### config.mk
export PLATFORM = sky130hd
export DESIGN_NAME = comfs_ctrl
export DESIGN_NICKNAME = d
export VERILOG_FILES = /design/src/hw/rtl/comfs_pkg.sv /design/src/hw/rtl/comfs_ctrl.sv
export SDC_FILE = /design/constraint.sdc
export NUM_CORES = 1
export LEC_CHECK = 0
export CAP_MARGIN = 20
export CORE_UTILIZATION = 40
export CTS_CLUSTER_SIZE = 14
export DETAILED_ROUTE_END_ITERATION = 16
export DONT_BUFFER_PORTS = 1
export SLEW_MARGIN = 20
export SYNTH_ARGS = -nofsm -noshare
export SYNTH_HDL_FRONTEND = slang
export SYNTH_SLANG_ARGS = --single-unit
### constraint.sdc
create_clock -name clk -period 4.98 [get_ports clk]
set_input_delay 0.747 -clock clk [delete_from_list [all_inputs] [get_ports clk]]
set_output_delay 0.747 -clock clk [all_outputs]
set_load 0.05 [all_outputs]
### src/hw/rtl/comfs_pkg.sv
// ----------------------------------------------------------------------------
// comfs_pkg
// Shared types and constants for the center-of-mass frame shift block.
// ----------------------------------------------------------------------------
package comfs_pkg;

	localparam int MASS_W   = 24;
	localparam int COORD_W  = 32;
	localparam int INDEX_W  = 6;
	localparam int ERR_W    = 2;
	localparam int NUM_AXES = 6;

	localparam logic [ERR_W-1:0] ERR_OK        = ERR_W'(0);
	localparam logic [ERR_W-1:0] ERR_MASS_ZERO = ERR_W'(1);
	localparam logic [ERR_W-1:0] ERR_DROPPED   = ERR_W'(2);

	typedef struct packed {
		logic        [MASS_W-1:0]  mass;
		logic signed [COORD_W-1:0] pos_x;
		logic signed [COORD_W-1:0] pos_y;
		logic signed [COORD_W-1:0] pos_z;
		logic signed [COORD_W-1:0] vel_x;
		logic signed [COORD_W-1:0] vel_y;
		logic signed [COORD_W-1:0] vel_z;
		logic                      last_body;
	} body_in_t;

	typedef struct packed {
		logic        [INDEX_W-1:0] body_index;
		logic signed [COORD_W-1:0] out_pos_x;
		logic signed [COORD_W-1:0] out_pos_y;
		logic signed [COORD_W-1:0] out_pos_z;
		logic signed [COORD_W-1:0] out_vel_x;
		logic signed [COORD_W-1:0] out_vel_y;
		logic signed [COORD_W-1:0] out_vel_z;
		logic        [ERR_W-1:0]   error_code;
		logic                      last_result;
	} body_out_t;

	typedef struct packed {
		logic             load;
		logic             acc;
		logic             clear;
		logic             div_start;
		logic             div_step;
		logic             div_finish;
		logic             rd_en;
		logic             out_load;
		logic             out_last;
		logic [ERR_W-1:0] err;
	} ctrl_cmd_t;

endpackage

### src/hw/rtl/comfs_ctrl.sv
// ----------------------------------------------------------------------------
// comfs_ctrl
// Sequencer: load, pipeline drain, division steps, finish, emit with output stall.
// ----------------------------------------------------------------------------
module comfs_ctrl #(
	parameter int MAX_BODIES = 64,
	parameter int COORD_BITS = 32
) (
	input  logic                    clk,
	input  logic                    arst_n,
	input  logic                    in_valid,
	input  logic                    in_last,
	input  logic                    out_ready,
	input  logic                    mass_zero,
	output logic                    in_ready,
	output logic                    out_valid,
	output comfs_pkg::ctrl_cmd_t    cmd,
	output logic [((MAX_BODIES > 1) ? $clog2(MAX_BODIES) : 1)-1:0] wr_addr,
	output logic [((MAX_BODIES > 1) ? $clog2(MAX_BODIES) : 1)-1:0] rd_addr
);

	localparam int NW  = $clog2(MAX_BODIES + 1);
	localparam int AW  = (MAX_BODIES > 1) ? $clog2(MAX_BODIES) : 1;
	localparam int SCW = $clog2(COORD_BITS);

	localparam logic [2:0] S_LOAD  = 3'd0;
	localparam logic [2:0] S_FLUSH = 3'd1;
	localparam logic [2:0] S_DIV   = 3'd2;
	localparam logic [2:0] S_FIN   = 3'd3;
	localparam logic [2:0] S_EMIT  = 3'd4;

	logic [2:0]                  state_q;
	logic [NW-1:0]               count_q;
	logic                        ovf_q;
	logic                        v_s1;
	logic                        v_s2;
	logic [SCW-1:0]              step_q;
	logic [comfs_pkg::ERR_W-1:0] err_q;
	logic [NW-1:0]               rd_idx_q;
	logic                        rd_valid_s1;
	logic                        rd_last_s1;
	logic                        out_valid_q;

	logic accept;
	logic store;
	logic flushed;
	logic out_free;
	logic out_load;
	logic rd_more;
	logic rd_en;
	logic emit_done;

	always_comb begin
		accept    = (state_q == S_LOAD) && in_valid;
		store     = accept && (count_q < NW'(MAX_BODIES));
		flushed   = !v_s1 && !v_s2;
		out_free  = !out_valid_q || out_ready;
		out_load  = rd_valid_s1 && out_free;
		rd_more   = rd_idx_q < count_q;
		rd_en     = (state_q == S_EMIT) && rd_more && (!rd_valid_s1 || out_load);
		emit_done = (state_q == S_EMIT) && !rd_more && !rd_valid_s1;
	end

	always_comb begin
		cmd.load       = store;
		cmd.acc        = v_s2;
		cmd.clear      = emit_done;
		cmd.div_start  = (state_q == S_FLUSH) && flushed;
		cmd.div_step   = (state_q == S_DIV);
		cmd.div_finish = (state_q == S_FIN);
		cmd.rd_en      = rd_en;
		cmd.out_load   = out_load;
		cmd.out_last   = rd_last_s1;
		cmd.err        = err_q;
	end

	assign in_ready  = (state_q == S_LOAD);
	assign out_valid = out_valid_q;
	assign wr_addr   = count_q[AW-1:0];
	assign rd_addr   = rd_idx_q[AW-1:0];

	always_ff @(posedge clk or negedge arst_n) begin
		if (!arst_n) begin
			state_q     <= S_LOAD;
			count_q     <= '0;
			ovf_q       <= 1'b0;
			v_s1        <= 1'b0;
			v_s2        <= 1'b0;
			step_q      <= '0;
			err_q       <= comfs_pkg::ERR_OK;
			rd_idx_q    <= '0;
			rd_valid_s1 <= 1'b0;
			rd_last_s1  <= 1'b0;
			out_valid_q <= 1'b0;
		end else begin
			v_s1        <= store;
			v_s2        <= v_s1;
			rd_valid_s1 <= rd_en || (rd_valid_s1 && !out_load);
			out_valid_q <= out_load || (out_valid_q && !out_ready);
			if (store) begin
				count_q <= count_q + NW'(1);
			end
			if (accept && !store) begin
				ovf_q <= 1'b1;
			end
			if (rd_en) begin
				rd_idx_q   <= rd_idx_q + NW'(1);
				rd_last_s1 <= (rd_idx_q + NW'(1)) == count_q;
			end
			unique case (state_q)
				S_LOAD: begin
					if (accept && in_last) begin
						state_q <= S_FLUSH;
					end
				end
				S_FLUSH: begin
					if (flushed) begin
						state_q <= S_DIV;
						step_q  <= '0;
						if (mass_zero) begin
							err_q <= comfs_pkg::ERR_MASS_ZERO;
						end else if (ovf_q) begin
							err_q <= comfs_pkg::ERR_DROPPED;
						end else begin
							err_q <= comfs_pkg::ERR_OK;
						end
					end
				end
				S_DIV: begin
					step_q <= step_q + SCW'(1);
					if (step_q == SCW'(COORD_BITS - 1)) begin
						state_q <= S_FIN;
					end
				end
				S_FIN: begin
					state_q  <= S_EMIT;
					rd_idx_q <= '0;
				end
				S_EMIT: begin
					if (emit_done) begin
						state_q <= S_LOAD;
						count_q <= '0;
						ovf_q   <= 1'b0;
					end
				end
				default: begin
					state_q <= S_LOAD;
				end
			endcase
		end
	end

endmodule

Word level (Yosys, flattened, before mapping)
Index checks and enable logic that the tools add are counted.

storage, ports and cells
  bits of input ports = 6
  bits in latches = 0
  RAM bits = 0
  bits in registers = 30
  memories = 0
  bits in read-only memories = 0

operators by class
  shifts and indexed selects = 0
  add/sub/neg operators = 3
  mux-type cells = 17
  order comparisons = 2
  bitwise logic cells = 0
  equal/unequal tests = 10
  divide/modulo/power cells = 0
  $mul = 0
  reduce and logical (&&, ||, !) cells = 31

operator list
  cell                 number
  $mux 7               5
  $pmux 3 s5           1
  $add 7x1->7 const B  2
  $logic_and 1x1->1    13
  $mux 3               4
  $pmux 5 s2           1
  $logic_not 1->1      8
  $eq 7x7->1           1
  $lt 7x7->1           1
  $lt 7x7->1 const B   1
  $eq 3x2->1 const B   2
  $add 5x1->5 const B  1
  $eq 5x5->1 const B   1
  $mux 5               1
  $logic_or 1x1->1     4
  $mux 2               2
  $ne 2x1->1 const B   2
  $ne 2x2->1 const B   2
  $reduce_and 2->1     2
  $reduce_and 4->1     1
  $reduce_bool 2->1    2
  $eq 3x1->1 const B   1
  $eq 3x3->1 const B   1
  $logic_not 3->1      1
  $mux 1               3

Longest topological paths before layout
Gate-level depths: netlist of run 1.

  word-level depth = 8
  mapped depth = 7

Worst setup path before layout of run 1
Ideal clock, no wire load.

  path type = reg2out
  from = reg count_q[5]
  to = out cmd[8] in the netlist's numbering
  setup slack = 2,381 ps
  data required time = 4,233 ps
  data arrival time = 1,852 ps
  path buffers = 1
  cell stages (with the launch flop) = 7
  cell sequence = dfrtp_1 > inv_1 > ha_1 > nand4_1 > a211o_1 > a211oi_2 > buf_4

between the ends
  longest elaborated chain between the ends = 4

ends and longest elaborated chain
  what                             RTL line           text
  start, declared                  comfs_ctrl.sv:33   logic [NW-1:0] count_q;
  start signal, assigned           comfs_ctrl.sv:101  count_q <= count_q + NW'(1);
  $lt 7x7->1                       comfs_ctrl.sv:59   rd_more = rd_idx_q < count_q;
  $logic_not 1->1                  comfs_ctrl.sv:61   emit_done = (state_q == S_EMIT) && !rd_more && !rd_valid_s1;
  $logic_and 1x1->1 (2 in series)  comfs_ctrl.sv:61
  end, declared                    comfs_ctrl.sv:17   output comfs_pkg::ctrl_cmd_t cmd,

No other way between the ends.

==> impl_results.md, run 1 <==
- Max H-tree Level: 2
- Status: finished, final reports clean
- I/O Pins: 31
- Worst setup EP type: primary output
- CORE AREA: 0.00469 sq mm
- Reg2Reg Setup Slack: 1970 ps
- Initial Util: between 40% and 50%
- Clock-pin slew on the worst setup and hold paths: 70 ps
- Synth cell count leaders: 30 x dfrtp_1, 18 x buf_4, 15 x nor2_1
- Postcts setup bufs: 0
- Peak Freq: between 200 and 300 MHz
- Crit-path slowest cell: a211oi_2
- Most numerous cell in the Yosys netlist: dfrtp_1
- First-pass GRT wire length: between 6000 and 7000 um
- Fillers: between 400 and 500
- Antenna violations before repair: 0
- Critical Path, Cell by Cell: inv_1, ha_1, nand4_1, a211o_1, a211oi_2
- Post-synth top area share: approximately two fifths
- Reg2reg end: count_q[3]
- Routed WL per cell: 16.0 um
- Crit start category: flop
- Slew Limit Headroom: around a third
- GRT Util Overall: approximately 17%
- Area occupied by multi-input gates: around 0.0010 sq mm
- Post-CTS sizing: 0
- Worst reg-to-reg path cell count: 7
- Cells after Synth: about 200
- Via count: about 1400
- DP Area: ~0.0019 sq mm
- RSZ-0062 raised after global routing: no
- HP Class: input pin to async pin
- CTS root buffer: clkbuf_8
- Sequential cell area: about 750 sq um
- Port bufs: 0
- Clk sink count: 30
- DRC Markers: 0
- Setup TNS: 0 ps
- Critical Path Fanout Max: 5
- GP Congestion: about 0.86
- Worst Tran Pin Value: around 1000 ps
- Clock skew: between 4 and 5 ps
- Antenna Violating Nets Remaining: 0
- Final nets: 208
- Cell variety after synth: 52
- Final worst-path cycle share: between 70% and 80%
- Longest Clk Path Bufs: 2
- Hold-fix buffer count after cts: 0
- Die width: a little over 70 um
- Pins Over Slew Limit: 0
- Seq cells post-synth: 30
- Total grt overflow: 0
- Ant. Diodes: 0
- Async S/R FF share, synth: between 90% and 100%
- Post-synth EDFFs: 0
- CTS Buf Count: 5
- FP Rows: 25
- Number of global-route vias before repair: between 1000 and 1500
- Top_reg_cell synth: dfrtp_1
- Setup violators final: 0
- Final wirelength: just under 4000 um
- Die area: around 0.0052 sq mm
- Final WS setup: around 1400 ps
- Area grow syn2layout: 1.67%
- Iter 0 DRT Violations: 99
- Clk_lat worst skew: around 290 ps
- Synthesized area per cell: a little under 10 sq um
- DIE HEIGHT: approximately 72 um
- Critical setup path kind: flop to primary output
- DPL Wire Length: roughly 2900 um
- Pre-CTS WS: approximately 1700 ps
- Post-Route Utilization: between 40 and 50%
- Ranking of synthesized cells by area: dfrtp_1 39%, ha_1 7.1%, buf_4 6.9%, xnor2_1 4.0%, nor2_1 2.9%
- Final instance area: around 0.002 sq mm
- DR vias/cell: between 5 and 6
- Fraction of layout cells with a size suffix above 1: a little under an eighth
- Area leader, netlist: dfrtp_1
- Pin count of the biggest net entering global routing: 31
- Sequential share of the synthesized area: between 30 and 40%
- TritonRoute pass-1 iters: 4
- Final Critical Period: ~3600 ps
- Syn nets: 219
- Reg2Reg Launch Point: count_q[5]
- Ys Warns: 0
- Worst path arrival time: 2820 ps
- Worst stage delay on the critical path: ~860 ps
- Worst Path Required: around 4200 ps
- Max cap viols: 0
- Final Hold Viols: 0
- Post-Synthesis Cell Area: slightly below 0.002 sq mm
- CTS tree: done
[flip-flops by register name, indices dropped and copies added, names as in the netlist]
name         count
v_s2             1
rd_idx_q         7
err_q            2
rd_valid_s1      1
out_valid        1
ovf_q            1
v_s1             1
step_q           5
count_q          7
rd_last_s1       1
state_q          3
[worst max-delay path, delay by kind of cell (launching register included)]
family / cells / cell delay [ps]
AOI/OAI and AO/OA: 2 / 1190
and+or+nand+nor: 1 / 120
adders and majority gates: 1 / 340
DFF: 1 / 700
buffers and inverters: 1 / 180
[per-stage QoR]
stage | hold WS (ps) | instances
4_1_cts | 136 | 246
3_3_place_gp | 419 | 238
6_report | 149 | 246
3_5_place_dp | 414 | 238
2_1_floorplan | 391 | 202
5_1_grt | 126 | 246
[layer usage]
| metal | vias up | GRT usage (%) | part of all wire [%] |
|---|---|---|---|
| met1 | 669 | 21.0 | 48 |
| met5 | - | 0 | 0 |
| li1 | 678 | - | - |
| met4 | 0 | 8.71 | 2.4 |
| met3 | 9 | 7.45 | 7.5 |
| met2 | 41 | 24.6 | 43 |
[layout by cell type, fill, tap and decap left out, types with 2 or more instances in the layout]
cell,n
o21ai_0,5
o21a_1,2
nor3_1,4
nand4_1,3
xnor2_1,9
o21bai_1,2
o31ai_1,2
ha_1,11
nor2_1,15
xor2_1,3
a21oi_1,6
buf_4,2
nor4_1,3
nand2b_1,7
mux2_2,2
dfrtp_1,30
a31oi_1,2
a221o_1,2
nor2b_1,3
nand3b_1,3
inv_1,11
clkbuf_8,6
a21o_1,3
a22o_1,3
o21ai_1,3
a2111oi_0,3
nand3_1,8
nand2_1,10
or3_1,4
[area by class of cell]
cell class | count | area share (%)
well taps | 54 | 3.41
inverters | 13 | 2.47
multi-input cells | 139 | 50.6
flip-flops and latches | 30 | 37.9
clock inverters | 2 | 0.632
repair buffers | 2 | 0.759
clock buffers | 6 | 4.17
[cell families after synthesis]
logic type               after synthesis  synth area share, %
AND/OR/NAND/NOR                       72                 21.2
flip-flops                            30                 38.6
AO/OA/AOI/OAI                         40                 14.9
multiplexers                           3                 1.67
XOR/XNOR                              13                 6.62
buffers and inverters                 33                 9.96
adder cells (fa/ha/maj)               11                 7.07
[how the worst max path moves through the flow]
stage | startpoint | end | slack, ps | depth (start not counted)
floorplan | count_q[5] | cmd[8] | 2380 | 6
global placement | count_q[5] | cmd[8] | 1750 | 5
detailed placement | count_q[5] | cmd[8] | 1710 | 5
CTS | count_q[5] | cmd[8] | 1390 | 5
global route | count_q[5] | cmd[8] | 1280 | 5
finish | count_q[5] | cmd[8] | 1410 | 5
Power of run 1 is not shown: default switching activity piles up to over one toggle a cycle in this logic, so the estimate is an artifact.
==> run 2: changes to the inputs <==
clock period = 3.05 ns   (was 4.98 ns; I/O delays follow)
==> impl_results.md, run 2 (same netlist as run 1, synthesis figures left out) <==
- Worst stage delay on the critical path: 410 ps (was 860 ps)
- Metal3 WL: 321 um (was 294 um)
- I/O Pins: 31 (unchanged)
- DIE HEIGHT: 71.8 um (unchanged)
- DRC Markers: 0 (unchanged)
- Critical Path Fanout Max: 5 (unchanged)
- DR vias/cell: 5.58 (was 5.68)
- First-pass GRT wire length: 7020 um (was 6460 um)
- Max cap viols: 0 (unchanged)
- Worst Tran Pin Value: 731 ps (was 1030 ps)
- Port bufs: 0 (unchanged)
- Max H-tree Level: 2 (unchanged)
- Fillers: 467 (was 458)
- Met2 wire length: 1900 um (was 1670 um)
- Most frequent cells in the layout: 30 x dfrtp_1, 16 x buf_4, 15 x nor2_1, 11 x inv_1, 11 x ha_1 (was 30 x dfrtp_1, 15 x nor2_1, 11 x inv_1, 11 x ha_1, 10 x nand2_1)
- Largest regs: count_q: 7 flops, rd_idx_q: 7 flops, step_q: 5 flops (unchanged)
- CTS root buffer: clkbuf_8 (unchanged)
- Total grt overflow: 0 (unchanged)
- GP Congestion: 0.762 (was 0.863)
- Worst Path Required: 2590 ps (was 4230 ps)
- Die width: 71.8 um (unchanged)
- Final worst-path cycle share: around 83%
- Sequential cell area: 751 sq um (unchanged)
- Initial Util: 41.5% (unchanged)
- Setup violators final: 0 (unchanged)
- Final wirelength: 4190 um (was 3940 um)
- Pins Over Slew Limit: 0 (unchanged)
- Critical setup path kind: flop to primary output (unchanged)
- Worst path arrival time: 2070 ps (was 2820 ps)
- Worst setup EP type: primary output (unchanged)
- Ant. Diodes: 0 (unchanged)
- RSZ-0062 raised after global routing: no (unchanged)
- Crit start category: flop (unchanged)
- DPL Wire Length: 3090 um (was 2880 um)
- FP Rows: 25 (unchanged)
- Clk_lat worst skew: 280 ps (was 290 ps)
- Via count: 1462 (was 1397)
- Antenna Violating Nets Remaining: 0 (unchanged)
- Post-CTS sizing: 0 (unchanged)
- Crit-path slowest cell: dfrtp_1 (was a211oi_2)
- Pin count of the biggest net entering global routing: 31 (unchanged)
- Final nets: 224 (was 208)
- Routed WL per cell: 16.0 um (about the same)
- CTS tree: done (unchanged)
- M1 WL: 1920 um (was 1870 um)
- Area grow syn2layout: 8.42% (was 1.67%)
- Iter 0 DRT Violations: 72 (was 99)
- Die area: 0.00515 sq mm (unchanged)
- Final Hold Viols: 0 (unchanged)
- Final Critical Period: around 2500 ps
- Fraction of layout cells with a size suffix above 1: 17.8% (was 12.0%)
- Status: finished, final reports clean (unchanged)
- Commonest non-fill, non-tap cell in the layout: dfrtp_1 (unchanged)
- Critical Path, Cell by Cell: inv_1, ha_1, nand4_1, a211o_1, nand3_1, clkinv_1, buf_4 (was inv_1, ha_1, nand4_1, a211o_1, a211oi_2)
- GRT Util Overall: 18.0% (was 16.9%)
- Clk sink count: 30 (unchanged)
- Antenna violations before repair: 0 (unchanged)
- Number of global-route vias before repair: 1415 (was 1301)
- Clock skew: 3.18 ps (was 4.46 ps)
- Area occupied by multi-input gates: 0.00100 sq mm (unchanged)
- Slew Limit Headroom: 51.2% (was 31.5%)
- Peak Freq: 396 MHz
- Longest Clk Path Bufs: 2 (unchanged)
- Top Metal Used: met4 (unchanged)
- CTS Buf Count: 5 (unchanged)
- TritonRoute pass-1 iters: 4 (unchanged)
- Postcts setup bufs: 0 (unchanged)
- CORE AREA: 0.00469 sq mm (unchanged)
- Clock-pin slew on the worst setup and hold paths: 60 ps (was 70 ps)
- Setup TNS: 0 ps (unchanged)
- HP Class: input pin to flop (was input pin to async pin)
[run 2: cell types whose count changed in the layout (fill, tap and decap cells not counted)]
| cell | change |
|---|---|
| clkbuf_1 | +1 |
| buf_4 | +14 |
| buf_12 | +1 |
| clkinvlp_4 | -1 |
| dlygate4sd3_1 | +1 |
[run 2: worst max-delay path, delay by kind of cell, from the launching register on]
| family | cells | cell delay [ps] |
|---|---|---|
| AND/OR/NAND/NOR | 2 | 260 |
| buffers and inverters | 3 | 480 |
| flip-flops | 1 | 410 |
| AO/OA/AOI/OAI | 1 | 330 |
| adder cells (fa/ha/maj) | 1 | 310 |
[run 2: metal layers]
metal  vias up  global-route usage, %
li1        714                      -
met1       703                   23.7
met2        40                   27.3
met4         0                   6.10
met5         -                      0
met3         5                   6.61
[run 2: path summary, 6_finish.rpt]
kind                                    end  slack (ps)        from  cells after the start
min in group asynchronous        rd_last_s1         610      arst_n                      2
worst max-delay path                 cmd[4]         520  count_q[6]                      7
worst max register to register   count_q[1]        1010  state_q[2]                      4
worst min register to register         v_s2         440        v_s1                      0
worst min-delay path               err_q[0]         330   mass_zero                      1
max in group asynchronous       rd_idx_q[2]        2260      arst_n                      2
[run 2: per-stage QoR]
step | hold WS, ps | worst slack (ps) | std cells | utilization [%] | cell area (sq um)
after floorplan | 162 | 740 | 202 | - | 1950
after global placement | 162 | 898 | 252 | 42.4 | 1990
after detailed placement | 163 | 839 | 252 | 42.4 | 1990
after CTS | 320 | 525 | 262 | 45.0 | 2110
after global routing | 326 | 361 | 262 | 45.0 | 2110
final | 331 | 522 | 262 | 45.0 | 2110
[run 2: area by class of cell]
| cell class | count | share of cell area (%) |
|---|---|---|
| Multi-Input combinational cell | 139 | 47.5 |
| Clock buffer | 7 | 4.09 |
| Tap cell | 54 | 3.20 |
| Inverter | 13 | 2.31 |
| Sequential cell | 30 | 35.6 |
| Timing Repair Buffer | 18 | 7.11 |
| Clock inverter | 1 | 0.237 |
[run 2: what timing repair did]
item	in CTS	in global routing
endpoints found under the setup margin	0	0
endpoints found under the hold margin	30	0
hold buffers	2	0
Power of run 2 is left out for the same reason.
